<file path="config.mk">
export PLATFORM = sky130hd
export DESIGN_NAME = nts_cell
export DESIGN_NICKNAME = d
export VERILOG_FILES = /design/src/nts_pkg.sv /design/src/nts_cell.sv
export SDC_FILE = /design/constraint.sdc
export NUM_CORES = 1
export LEC_CHECK = 0
export ABC_AREA = 0
export BUFFER_PORTS_ARGS = -buffer_cell sky130_fd_sc_hd__clkbuf_2
export CAP_MARGIN = 20
export CELL_PAD_IN_SITES_DETAIL_PLACEMENT = 1
export CELL_PAD_IN_SITES_GLOBAL_PLACEMENT = 2
export CORE_UTILIZATION = 25
export DETAILED_ROUTE_END_ITERATION = 10
export MAX_ROUTING_LAYER = met4
export PLACE_DENSITY = 0.86
export SLEW_MARGIN = 0
export SYNTH_ARGS = -nofsm -noshare
export SYNTH_HDL_FRONTEND = slang
export SYNTH_SLANG_ARGS = --single-unit
</file>
<file path="constraint.sdc">
create_clock -name clk_i -period 6 [get_ports clk_i]
set_input_delay 1.8 -clock clk_i [delete_from_list [all_inputs] [get_ports clk_i]]
set_output_delay 1.8 -clock clk_i [all_outputs]
set_load 0.03 [all_outputs]
</file>
<file path="src/nts_pkg.sv">
`default_nettype none

package nts_pkg;

  // width of the reported feature index
  localparam int unsigned IDX_W = 5;

  // result status codes
  typedef enum logic [1:0] {
    STAT_OK       = 2'd0,
    STAT_NO_NOISE = 2'd1,
    STAT_NO_REAL  = 2'd2,
    STAT_OVERFLOW = 2'd3
  } status_e;

  // controller states
  typedef enum logic {
    ST_LOAD = 1'b0,
    ST_EMIT = 1'b1
  } state_e;

  // per-cycle command broadcast to every cell of the chain
  typedef struct packed {
    logic ins;  // insert the incoming real score
    logic pop;  // shift the chain one place toward the head
    logic clr;  // drop all entries
  } cell_ctrl_t;

endpackage

`default_nettype wire

</file>
<file path="src/nts_cell.sv">
`default_nettype none

module nts_cell #(
  parameter int unsigned SW = 32,
  parameter int unsigned IW = 5
) (
  input  wire logic                   clk_i,
  input  wire logic                   rst_ni,
  input  wire nts_pkg::cell_ctrl_t    ctrl_i,
  input  wire logic signed [SW-1:0]   new_score_i,
  input  wire logic        [IW-1:0]   new_idx_i,
  input  wire logic                   thr_seen_i,
  input  wire logic signed [SW-1:0]   thr_i,
  input  wire logic                   left_keep_i,
  input  wire logic                   left_valid_i,
  input  wire logic signed [SW-1:0]   left_score_i,
  input  wire logic        [IW-1:0]   left_idx_i,
  input  wire logic                   right_valid_i,
  input  wire logic signed [SW-1:0]   right_score_i,
  input  wire logic        [IW-1:0]   right_idx_i,
  output logic                        keep_o,
  output logic                        pass_o,
  output logic                        valid_o,
  output logic signed [SW-1:0]        score_o,
  output logic        [IW-1:0]        idx_o
);
  import nts_pkg::*;

  logic                 valid_q, valid_d;
  logic signed [SW-1:0] score_q, score_d;
  logic        [IW-1:0] idx_q, idx_d;

  // an entry ranked at or above the new score stays in place
  assign keep_o  = valid_q && (score_q >= new_score_i);
  // strictly above the noise maximum
  assign pass_o  = valid_q && thr_seen_i && (score_q > thr_i);
  assign valid_o = valid_q;
  assign score_o = score_q;
  assign idx_o   = idx_q;

  // clear, hold, take the new entry, take the left neighbor or take the right one
  always_comb begin
    valid_d = valid_q;
    score_d = score_q;
    idx_d   = idx_q;
    if (ctrl_i.clr) begin
      valid_d = 1'b0;
    end else if (ctrl_i.pop) begin
      valid_d = right_valid_i;
      score_d = right_score_i;
      idx_d   = right_idx_i;
    end else if (ctrl_i.ins && !keep_o) begin
      if (left_keep_i) begin
        valid_d = 1'b1;
        score_d = new_score_i;
        idx_d   = new_idx_i;
      end else begin
        valid_d = left_valid_i;
        score_d = left_score_i;
        idx_d   = left_idx_i;
      end
    end
  end

  always_ff @(posedge clk_i or negedge rst_ni) begin
    if (!rst_ni) begin
      valid_q <= 1'b0;
    end else begin
      valid_q <= valid_d;
    end
  end

  always_ff @(posedge clk_i) begin
    score_q <= score_d;
    idx_q   <= idx_d;
  end

endmodule

`default_nettype wire

</file>
# Word-level counts from Yosys, hierarchy flattened
# Index checks and enable logic that the tools add are counted.
[classes]
muxes = 10
addsub = 0
reduce_logical = 8
n_bitwise = 1
div_mod_pow = 0
shifts = 0
n_mul = 0
n_eq_ne = 0
n_lt_le_gt_ge = 2
[op_table]
columns = ["operator", "n"]
rows = [
  ["$mux 32", 3],
  ["$ge 32x32->1", 1],
  ["$gt 32x32->1", 1],
  ["$mux 5", 3],
  ["$logic_and 1x1->1", 4],
  ["$mux 1", 4],
  ["$reduce_bool 3->1", 1],
  ["$reduce_and 2->1", 1],
  ["$reduce_bool 2->1", 1],
  ["$logic_not 1->1", 1],
  ["$not 1->1", 1],
]
[word_totals]
elab_cells = 24
ff_bits = 38
memories = 0
input_bits = 152
ramBits = 0
latchBits = 0
mem_bits_ro = 0
out_inout_bits = 40

# Logic depth before layout (Yosys ltp)
# Gate-level depths: netlist of the first run.
[depth]
ltp_word = 7
ltp_mapped = 8
depth_no_buf = 8

# Worst setup path before layout of the first run
# Ideal clock, no wire load.
[synth_timing]
path_type = "in2reg"
startpoint = "in new_score_i[31]"
endpoint = "reg idx_q[0], in the netlist idx_o[0], enable pin"
required_ps = 5545
setup_time_ps = 455
path_slack_ps = 418
path_buffers = 0
path_stages = 8
arrival_time_ps = 5127
cell_sequence = "inv_1 ha_1 nand4_4 nor4_4 a21oi_2 o211ai_2 xnor2_1 o41ai_2"
[synth_via]
elab_chain_len = 6
[synth_rtl]
columns = ["item", "line_no", "text"]
rows = [
  ["start: declaration", "nts_cell.sv:10", "input wire logic signed [SW-1:0] new_score_i,"],
  ["$ge 32x32->1", "nts_cell.sv:34", "assign keep_o = valid_q && (score_q >= new_score_i);"],
  ["$logic_and 1x1->1", "nts_cell.sv:34", ""],
  ["$logic_not 1->1", "nts_cell.sv:52", "end else if (ctrl_i.ins && !keep_o) begin"],
  ["$logic_and 1x1->1", "nts_cell.sv:52", ""],
  ["$reduce_bool 2->1 (no line)", "-", ""],
  ["$reduce_and 2->1 (no line)", "-", ""],
  ["end signal: assignment", "nts_cell.sv:75", "idx_q <= idx_d;"],
  ["end: declaration", "nts_cell.sv:31", "logic [IW-1:0] idx_q, idx_d;"],
]
# No other way between the ends.
# A chain may end at the register's enable or synchronous reset.

# Worst setup path in the final report of the first run
[layout_timing]
startpoint = "in new_score_i[31]"
endpoint = "out keep_o"
[layout_via]
elab_chain_len = 2
[layout_rtl]
columns = ["item", "line_no", "text"]
rows = [
  ["$ge 32x32->1", "nts_cell.sv:34", ""],
  ["$logic_and 1x1->1", "nts_cell.sv:34", ""],
  ["end: declaration", "nts_cell.sv:21", "output logic keep_o,"],
]
# No other way between the ends.

==> flow_summary.json, run 1 <==
{
  "clock-sinks": 38,
  "rsz_0062_raised_after_global_routing": "false",
  "dieWidth_microns": 122,
  "final_area_sq_mm": 0.00496,
  "max_capacitance_violation_count": 0,
  "met2_layer_wire_length_in_the_routed_design_microns": 5880,
  "met3_wirelength_microns": 561,
  "power.total_mw": 1.06,
  "detailroute.via_count": 3610,
  "worst-slew-pin-transition_ps": 703,
  "power_leakage_nw": 2.68,
  "cp.buffers_inverters": 3,
  "timing_max_transition_violations_final": 0,
  "timing.final.crit_share_pct": 94.6,
  "top_signal_layer_used": "met4",
  "finalNetCount": 813,
  "cts_repair_resize_count": 0,
  "p_sw_mw": 0.383,
  "achievable-frequency_mhz": 176,
  "max_slew_margin_pct": 53.1,
  "synth.top_cells.by_area": "sky130_fd_sc_hd__edfxtp_1, sky130_fd_sc_hd__ha_1, sky130_fd_sc_hd__mux2i_1",
  "layout.area.seq_sq_mm": 0.00114,
  "fin_cells": 778,
  "detail_route.wl_per_cell_microns": 15.3,
  "ir_worst_vdd_mv": 0.113,
  "number_of_flip_flops_and_latches_in_the_synthesized_netlist": 38,
  "vias_per_cell": 4.64,
  "maximum_number_of_pins_on_one_net_before_global_route_repair": 79,
  "io_buffers": 191,
  "cts_hold_repair.buffers": 0,
  "synth.net_count": 624,
  "postCtsSetupRepairBufs": 0,
  "synth_cell_types": 41,
  "critical-path-max-stage-delay_ps": 440,
  "area_delta_synth_final_pct": 36.7,
  "cts_made_buffers": 5,
  "power.density_mw_per_mm2": 214,
  "cell_internal_pwr_mw": 0.680,
  "clock_power_share_pct": 28.0,
  "critical_path_peak_fanout": 5,
  "ys_warnings": 0,
  "syn_avg_cell_area_sq_um": 8.89,
  "number_of_enable_type_register_cells_in_the_synthesized_netlist": 37,
  "placedInstanceArea_sq_mm": 0.00479,
  "first_pass_iters": 4,
  "primary_ff_master_synth": "sky130_fd_sc_hd__edfxtp_1",
  "period_needed_ps": 5680,
  "grt_pass1_wl_microns": 19000,
  "crit_slowest_cell": "sky130_fd_sc_hd__a31oi_1",
  "core_area_sq_mm": 0.0140,
  "cp_cell_sequence": "clkbuf_2, inv_1, ha_1, nand4_4, nor4_4, nand2_1, a31oi_1, o21a_1, clkbuf_2",
  "clkSlewWorstSetupHoldPaths_ps": 60,
  "setup-violations-final": 0,
  "p_comb_share_pct": 37.5,
  "power_frac_seq_pct": 34.6,
  "via_count_of_the_first_global_routing_pass": 3909,
  "synth.top_cells.by_count": "sky130_fd_sc_hd__inv_1, sky130_fd_sc_hd__ha_1, sky130_fd_sc_hd__nand2_1, sky130_fd_sc_hd__o21ai_0",
  "dp.final_hpwl_microns": 10000,
  "hold-worst-slack_ps": 716,
  "ios": 192,
  "rows": 43,
  "path_delay_family": "simple AND/OR/NAND/NOR gates",
  "worst_setup_path_end_kind": "primary output",
  "netlist_area_sq_mm": 0.00363,
  "master_cell_of_the_clock_root_buffer": "sky130_fd_sc_hd__clkbuf_16",
  "worst_hold_path_type": "register to register",
  "wl_met1_microns": 5360,
  "tritoncts_clock_tree": "built",
  "antenna_found_initial": 0,
  "cp-start-kind": "input pin",
  "cpMostUsedCell": "sky130_fd_sc_hd__clkbuf_2",
  "power_switching_share_pct": 36.0,
  "grt_usage_pct": 16.9,
  "synthMostInstantiatedCell": "sky130_fd_sc_hd__inv_1",
  "dieHeight_microns": 122,
  "setup-tns-final_ps": 0,
  "fillCellCount": 1726,
  "grt_overflow_total": 0,
  "antenna_cells": 0,
  "seq_area_frac_synth_pct": 31.3,
  "netlist_instances": 408,
  "drc_errors": 0,
  "asyncSetResetFlopFracSynth_pct": 2.63,
  "critPathKind": "input pin to primary output",
  "synth_top_cell_area_share_pct": 30.6,
  "drt_iter0_markers": 63,
  "worst_skew_pair.late_latency_ps": 280,
  "synth_top_cell_by_area": "sky130_fd_sc_hd__edfxtp_1",
  "critPathRequiredTime_ps": 4200,
  "fin_util_pct": 35.3,
  "die_area_sq_mm": 0.0150,
  "routabilityCongestion": 0.857,
  "floorplan.initialDensity_pct": 25.8,
  "timing_hold_violations_final": 0,
  "final_worst_slack_ps": 323,
  "crit_arrival_ps": 3880,
  "cts.htree.levels": 2,
  "multi_input_area_sq_mm": 0.00220,
  "place_worst_setup_slack_ps": 261,
  "detail-route-antenna-nets": 0,
  "share_of_layout_cells_above_drive_strength_1_pct": 34.6,
  "dpl.cell_count": 770,
  "clock_skew_ps": 5.38,
  "outcome": "finished, final reports clean",
  "clockBufferDepth": 2,
  "wirelength_microns": 11900
}
## cells by family (layout without fill, tap and decap cells)
group	after synthesis	count (layout)	share of synthesized area, %
and+or+nand+nor	89	89	11.7
DFF	38	38	31.3
AOI/OAI and AO/OA	97	97	15.8
muxes	37	37	10.2
buffers and inverters	81	271	8.48
xor gates and xnor gates	2	2	0.483
adders and majority gates	64	64	22.1
## flip-flops by register name, summed over array words and instances, names as in the netlist
register  cells
valid_o       1
idx_o         5
score_o      32
## area by class of cell
cell class | instances | share of cell area [%]
clock buffer | 8 | 3.35
inverter | 69 | 5.22
multi-input combinational | 289 | 44.3
sequential | 38 | 22.9
tap | 180 | 4.54
timing repair buffer | 194 | 19.7
## worst min-delay path, delay by kind of cell, from the launching register on
family          cells  cell delay [ps]
flops               1              450
compound gates      2              220
## power by group through the flow
| stage | registers [mW] | clock network [mW] | logic, mW |
|---|---|---|---|
| floorplan | 0.428 | 0 | 0.188 |
| global placement | 0.373 | 0 | 0.390 |
| detailed placement | 0.375 | 0 | 0.402 |
| CTS | 0.369 | 0.308 | 0.405 |
| global route | 0.372 | 0.316 | 0.450 |
| finish | 0.367 | 0.297 | 0.398 |
## cell usage in the layout, fill, tap and decap left out, types with 2 or more instances in the layout
cell                        Yosys  routed
sky130_fd_sc_hd__clkbuf_2       0     191
sky130_fd_sc_hd__inv_1         68      68
sky130_fd_sc_hd__ha_1          64      64
sky130_fd_sc_hd__nand2_1       48      48
sky130_fd_sc_hd__o21ai_0       46      46
sky130_fd_sc_hd__mux2i_1       37      37
sky130_fd_sc_hd__edfxtp_1      37      37
sky130_fd_sc_hd__a21oi_1       22      22
sky130_fd_sc_hd__nor2_1        13      13
sky130_fd_sc_hd__nand4_1       10      10
sky130_fd_sc_hd__nand3_1        7       7
sky130_fd_sc_hd__a211oi_1       5       5
sky130_fd_sc_hd__clkbuf_16      0       5
sky130_fd_sc_hd__o22ai_1        4       4
sky130_fd_sc_hd__o211ai_1       3       3
sky130_fd_sc_hd__nor3_1         3       3
sky130_fd_sc_hd__clkbuf_8       0       3
sky130_fd_sc_hd__buf_4          0       3
sky130_fd_sc_hd__o21ai_1        2       2
sky130_fd_sc_hd__nor2b_1        2       2
sky130_fd_sc_hd__o21a_1         2       2
sky130_fd_sc_hd__a21o_1         2       2
## routing by layer
layer	GRT usage (%)	vias up
met5	-	-
met4	3.05	0
met3	2.51	6
met2	28.9	109
met1	21.0	1663
li1	-	1832
## worst paths after layout
| kind | from | to | slack [ps] | cells after the start |
|---|---|---|---|---|
| setup reg to reg | score_o[31] | score_o[11] | 3020 | 8 |
| hold / removal | valid_o | valid_o | 720 | 2 |
| min in group asynchronous | rst_ni | valid_o | 1280 | 1 |
| setup / recovery | new_score_i[31] | keep_o | 320 | 9 |
| hold reg to reg | valid_o | valid_o | 720 | 2 |
| max in group asynchronous | rst_ni | valid_o | 4630 | 1 |
Note: power is estimated with default switching activity, not from simulation.
==> run 2, diff against run 1 <==
--- a/config.mk
+++ b/config.mk
@@ -10,10 +10,11 @@
 export CAP_MARGIN = 20
 export CELL_PAD_IN_SITES_DETAIL_PLACEMENT = 1
 export CELL_PAD_IN_SITES_GLOBAL_PLACEMENT = 2
-export CORE_UTILIZATION = 25
+export CORE_UTILIZATION = 26
+export CTS_BUF_LIST = sky130_fd_sc_hd__clkbuf_4
 export DETAILED_ROUTE_END_ITERATION = 10
 export MAX_ROUTING_LAYER = met4
-export PLACE_DENSITY = 0.86
+export PLACE_DENSITY = 0.89
 export SLEW_MARGIN = 0
 export SYNTH_ARGS = -nofsm -noshare
 export SYNTH_HDL_FRONTEND = slang
==> run 2 against run 1 <==
Net effect: first-iteration DRC count rose by 51%; sequential share of layout area rose by 0.56 points; power fell by 14%; non-clock buffer count did not move; global-route usage rose by 0.79 points.
==> flow_summary.json, run 2 (synthesized netlist as in run 1, its figures left out) <==
{
  "dpl.cell_count": 766,
  "ir_worst_vdd_mv": 0.0818,
  "clock_skew_ps": 15.3,
  "place_worst_setup_slack_ps": 287,
  "first_pass_iters": 4,
  "vias_per_cell": 4.72,
  "most_used_cells_in_the_layout_excluding_fill_and_tap_cells": "sky130_fd_sc_hd__clkbuf_2, sky130_fd_sc_hd__inv_1, sky130_fd_sc_hd__ha_1, sky130_fd_sc_hd__nand2_1, sky130_fd_sc_hd__o21ai_0",
  "clock-sinks": 38,
  "master_cell_of_the_clock_root_buffer": "sky130_fd_sc_hd__clkbuf_4",
  "max_capacitance_violation_count": 0,
  "cp_cell_sequence": "clkbuf_2, inv_1, ha_1, nand4_4, nor4_4, nand2_1, a31oi_1, o21a_1, clkbuf_2",
  "critPathKind": "input pin to primary output",
  "cts.htree.levels": 2,
  "power.density_mw_per_mm2": 188,
  "detail_route.wl_per_cell_microns": 15.6,
  "cts_made_buffers": 5,
  "antenna_cells": 0,
  "rows": 42,
  "routabilityCongestion": 0.867,
  "detailroute.via_count": 3655,
  "grt_usage_pct": 17.6,
  "period_needed_ps": 5650,
  "final_common_cell": "sky130_fd_sc_hd__clkbuf_2",
  "finalNetCount": 813,
  "hold-worst-slack_ps": 722,
  "setup-violations-final": 0,
  "critical_path_peak_fanout": 5,
  "dp.final_hpwl_microns": 10100,
  "largest_register_ffs": 32,
  "power.total_mw": 0.911,
  "io_buffers": 191,
  "worst_hold_path_type": "register to register",
  "die_area_sq_mm": 0.0144,
  "critPathRequiredTime_ps": 4200,
  "cts_repair_resize_count": 0,
  "cp-start-kind": "input pin",
  "timing_hold_violations_final": 0,
  "setup-tns-final_ps": 0,
  "cpMostUsedCell": "sky130_fd_sc_hd__clkbuf_2",
  "timing.final.crit_share_pct": 94.1,
  "worst-slew-pin-transition_ps": 700,
  "grt_pass1_wl_microns": 19300,
  "achievable-frequency_mhz": 177,
  "path_delay_family": "simple AND/OR/NAND/NOR gates",
  "core_area_sq_mm": 0.0134,
  "max_slew_margin_pct": 53.4,
  "cp.buffers_inverters": 3,
  "clkSlewWorstSetupHoldPaths_ps": 130,
  "worst_setup_path_end_kind": "primary output",
  "postCtsSetupRepairBufs": 0,
  "rsz_0062_raised_after_global_routing": "false",
  "final_worst_slack_ps": 352,
  "detail-route-antenna-nets": 0,
  "worst_skew_pair.late_latency_ps": 380,
  "dieHeight_microns": 120,
  "power_leakage_nw": 2.63,
  "cts_hold_repair.buffers": 0,
  "crit_slowest_cell": "sky130_fd_sc_hd__ha_1",
  "maximum_number_of_pins_on_one_net_before_global_route_repair": 78,
  "fillCellCount": 1697,
  "dieWidth_microns": 120,
  "fin_cells": 774,
  "share_of_layout_cells_above_drive_strength_1_pct": 34.4,
  "crit_arrival_ps": 3850,
  "timing_max_transition_violations_final": 0,
  "grt_overflow_total": 0,
  "clockBufferDepth": 2,
  "outcome": "finished, final reports clean",
  "floorplan.initialDensity_pct": 27.1,
  "via_count_of_the_first_global_routing_pass": 3962,
  "wirelength_microns": 12000,
  "area_delta_synth_final_pct": 33.5,
  "drt_iter0_markers": 95,
  "critical-path-max-stage-delay_ps": 410,
  "antenna_found_initial": 0,
  "drc_errors": 0,
  "ios": 192,
  "tritoncts_clock_tree": "built"
}
run 2: report_power, final:
| part | switching [mW] | internal [mW] | total, mW |
|---|---|---|---|
| logic | 0.243 | 0.154 | 0.397 |
| clock network | 0.0986 | 0.0486 | 0.147 |
| registers | 0.0311 | 0.336 | 0.367 |
run 2: through the flow:
| stage | area (sq um) | utilization (%) |
|---|---|---|
| 5_1_grt | 4840 | 36.1 |
| 3_5_place_dp | 4790 | 35.7 |
| 6_report | 4840 | 36.1 |
| 4_1_cts | 4840 | 36.1 |
| 3_3_place_gp | 4790 | 35.7 |
| 2_1_floorplan | 3630 | - |
run 2: cell type report:
class	instances	area [sq um]	share of cell area, %
Clock buffer	6	45.0	0.930
Clock inverter	2	8.76	0.181
Inverter	69	259	5.35
Multi-Input combinational cell	289	2200	45.3
Sequential cell	38	1140	23.5
Tap cell	176	220	4.55
Timing Repair Buffer	194	978	20.2
run 2: routing by layer:
layer	wire length (microns)	global-route usage (%)	vias up
met5	0	-	-
met4	184	5.31	0
met3	745	3.99	14
met2	5750	29.3	119
met1	5360	21.1	1690
li1	-	-	1832
run 2: path summary, 6_finish.rpt:
path,slack (ps),start,cells past startpoint,endpoint
worst max-delay path,350,new_score_i[31],9,keep_o
worst min-delay path,720,valid_o,2,valid_o
worst max register to register,2940,score_o[31],8,score_o[16]
worst min register to register,720,valid_o,2,valid_o
max in group asynchronous,4760,rst_ni,1,valid_o
min in group asynchronous,1160,rst_ni,1,valid_o
run 2: worst reg2reg max path, cell delays in order, from the launching register on:
cell                       delay, ps
sky130_fd_sc_hd__edfxtp_1        480
sky130_fd_sc_hd__ha_1            460
sky130_fd_sc_hd__nand4_4         180
sky130_fd_sc_hd__nor4_4          360
sky130_fd_sc_hd__a21oi_2         100
sky130_fd_sc_hd__o211ai_2        110
sky130_fd_sc_hd__xnor2_1         160
sky130_fd_sc_hd__o41ai_4         290
sky130_fd_sc_hd__buf_4           510
==> run 3, diff against run 2 <==
--- a/config.mk
+++ b/config.mk
@@ -15,6 +15,7 @@
 export DETAILED_ROUTE_END_ITERATION = 10
 export MAX_ROUTING_LAYER = met4
 export PLACE_DENSITY = 0.89
+export REMOVE_ABC_BUFFERS = 1
 export SLEW_MARGIN = 0
 export SYNTH_ARGS = -nofsm -noshare
 export SYNTH_HDL_FRONTEND = slang
==> run 3 against run 2 <==
Net effect: combinational power increased by 2%; setup slack got worse by 55 ps; via count up 0.14%; count of clock-buffer cells in the layout is 1 lower; maximum frequency is 0.96% lower; global-route usage grew 0.064 points; final cell count is 0.13% higher; sequential power about the same; first-iteration DRC count is 32% higher; design area hardly changed; critical endpoint is now pass_o.
==> flow_summary.json, run 3 (synthesized netlist as in run 1, its figures left out) <==
{
  "outcome": "finished, final reports clean",
  "power_frac_seq_pct": 40.1,
  "ir_worst_vdd_mv": 0.0662,
  "timing_max_transition_violations_final": 0,
  "hold-worst-slack_ps": 736,
  "drt_iter0_markers": 125,
  "max_slew_margin_pct": 53.0,
  "p_comb_share_pct": 44.4,
  "tritoncts_clock_tree": "built",
  "rsz_0062_raised_after_global_routing": "false",
  "vias_per_cell": 4.72,
  "area_delta_synth_final_pct": 33.6,
  "cp-start-kind": "input pin",
  "via_count_of_the_first_global_routing_pass": 3920,
  "final_common_cell": "sky130_fd_sc_hd__clkbuf_2",
  "critical_path_peak_fanout": 3,
  "layout.area.seq_sq_mm": 0.00114,
  "power.total_mw": 0.911,
  "clock_skew_ps": 18.6,
  "first_pass_iters": 4,
  "critPathKind": "input pin to primary output",
  "detail_route.wl_per_cell_microns": 15.7,
  "dp.final_hpwl_microns": 10300,
  "detail-route-antenna-nets": 0,
  "achievable-frequency_mhz": 175,
  "finalNetCount": 814,
  "power_leakage_nw": 2.63,
  "largest_register_ffs": 32,
  "final_area_sq_mm": 0.00485,
  "worst_hold_path_type": "register to register",
  "maximum_number_of_pins_on_one_net_before_global_route_repair": 78,
  "grt_usage_pct": 17.7,
  "cts_repair_resize_count": 0,
  "timing.final.crit_share_pct": 95.0,
  "floorplan.initialDensity_pct": 27.1,
  "cts.htree.levels": 2,
  "dieWidth_microns": 120,
  "max_capacitance_violation_count": 0,
  "master_cell_of_the_clock_root_buffer": "sky130_fd_sc_hd__clkbuf_4",
  "die_area_sq_mm": 0.0144,
  "fin_util_pct": 36.2,
  "clockBufferDepth": 2,
  "grt_pass1_wl_microns": 19400,
  "period_needed_ps": 5700,
  "rows": 42,
  "power_switching_share_pct": 41.3,
  "power.density_mw_per_mm2": 188,
  "share_of_layout_cells_above_drive_strength_1_pct": 34.2,
  "final_worst_slack_ps": 297,
  "place_worst_setup_slack_ps": 283,
  "crit_arrival_ps": 3900,
  "wirelength_microns": 12200,
  "worst_setup_path_end_kind": "primary output",
  "clkSlewWorstSetupHoldPaths_ps": 120,
  "drc_errors": 0,
  "cell_internal_pwr_mw": 0.534,
  "clock-sinks": 38,
  "io_buffers": 191,
  "postCtsSetupRepairBufs": 0,
  "p_sw_mw": 0.376,
  "grt_overflow_total": 0,
  "detailroute.via_count": 3660,
  "cts_made_buffers": 5,
  "worst-slew-pin-transition_ps": 706,
  "dieHeight_microns": 120,
  "core_area_sq_mm": 0.0134,
  "most_used_cells_in_the_layout_excluding_fill_and_tap_cells": "sky130_fd_sc_hd__clkbuf_2, sky130_fd_sc_hd__inv_1, sky130_fd_sc_hd__ha_1, sky130_fd_sc_hd__nand2_1, sky130_fd_sc_hd__o21ai_0",
  "setup-tns-final_ps": 0,
  "dpl.cell_count": 767,
  "fillCellCount": 1667,
  "ios": 192,
  "critPathRequiredTime_ps": 4200,
  "worst_skew_pair.late_latency_ps": 370,
  "setup-violations-final": 0,
  "cts_hold_repair.buffers": 0,
  "timing_hold_violations_final": 0,
  "routabilityCongestion": 0.813,
  "antenna_found_initial": 0,
  "antenna_cells": 0,
  "multi_input_area_sq_mm": 0.00220,
  "fin_cells": 775,
  "placedInstanceArea_sq_mm": 0.00480,
  "clock_power_share_pct": 15.4
}
[run 3: worst paths after layout]
check,from,end,slack [ps],cells after the start
min in group asynchronous,rst_ni,valid_o,1200,1
worst max register to register,score_o[31],score_o[25],3160,8
max in group asynchronous,rst_ni,valid_o,4720,1
worst min register to register,valid_o,valid_o,740,2
worst max-delay path,thr_i[2],pass_o,300,9
worst min-delay path,valid_o,valid_o,740,2
[run 3: power by group through the flow]
stage | combinational [mW] | clock [mW] | sequential, mW
floorplan | 0.177 | 0 | 0.428
global placement | 0.395 | 0 | 0.370
detailed placement | 0.411 | 0 | 0.373
CTS | 0.413 | 0.149 | 0.366
global route | 0.454 | 0.158 | 0.371
finish | 0.404 | 0.141 | 0.366
[run 3: metal layers]
layer | GRT usage [%] | share of wire, % | vias to the layer above | routed length, microns
met1 | 22.3 | 45 | 1691 | 5470
met5 | - | 0 | - | 0
li1 | - | - | 1837 | -
met4 | 2.89 | 0.81 | 0 | 98
met3 | 2.61 | 4.9 | 8 | 594
met2 | 30.3 | 49 | 124 | 6010
[run 3: area by class of cell]
type                       instances  area share [%]
inverter                          69            5.34
tap                              176            4.54
multi-input combinational        289            45.3
sequential                        38            23.4
clock buffer                       5           0.775
clock inverter                     3           0.232
timing repair buffer             195            20.3
[run 3: worst max-delay path: stages]
cell                       delay [ps]
sky130_fd_sc_hd__clkbuf_2          80
sky130_fd_sc_hd__inv_1             40
sky130_fd_sc_hd__ha_1             320
sky130_fd_sc_hd__a21oi_1          200
sky130_fd_sc_hd__o211ai_1         120
sky130_fd_sc_hd__a221oi_1         450
sky130_fd_sc_hd__o221ai_1         200
sky130_fd_sc_hd__a211oi_1         400
sky130_fd_sc_hd__clkbuf_2         280
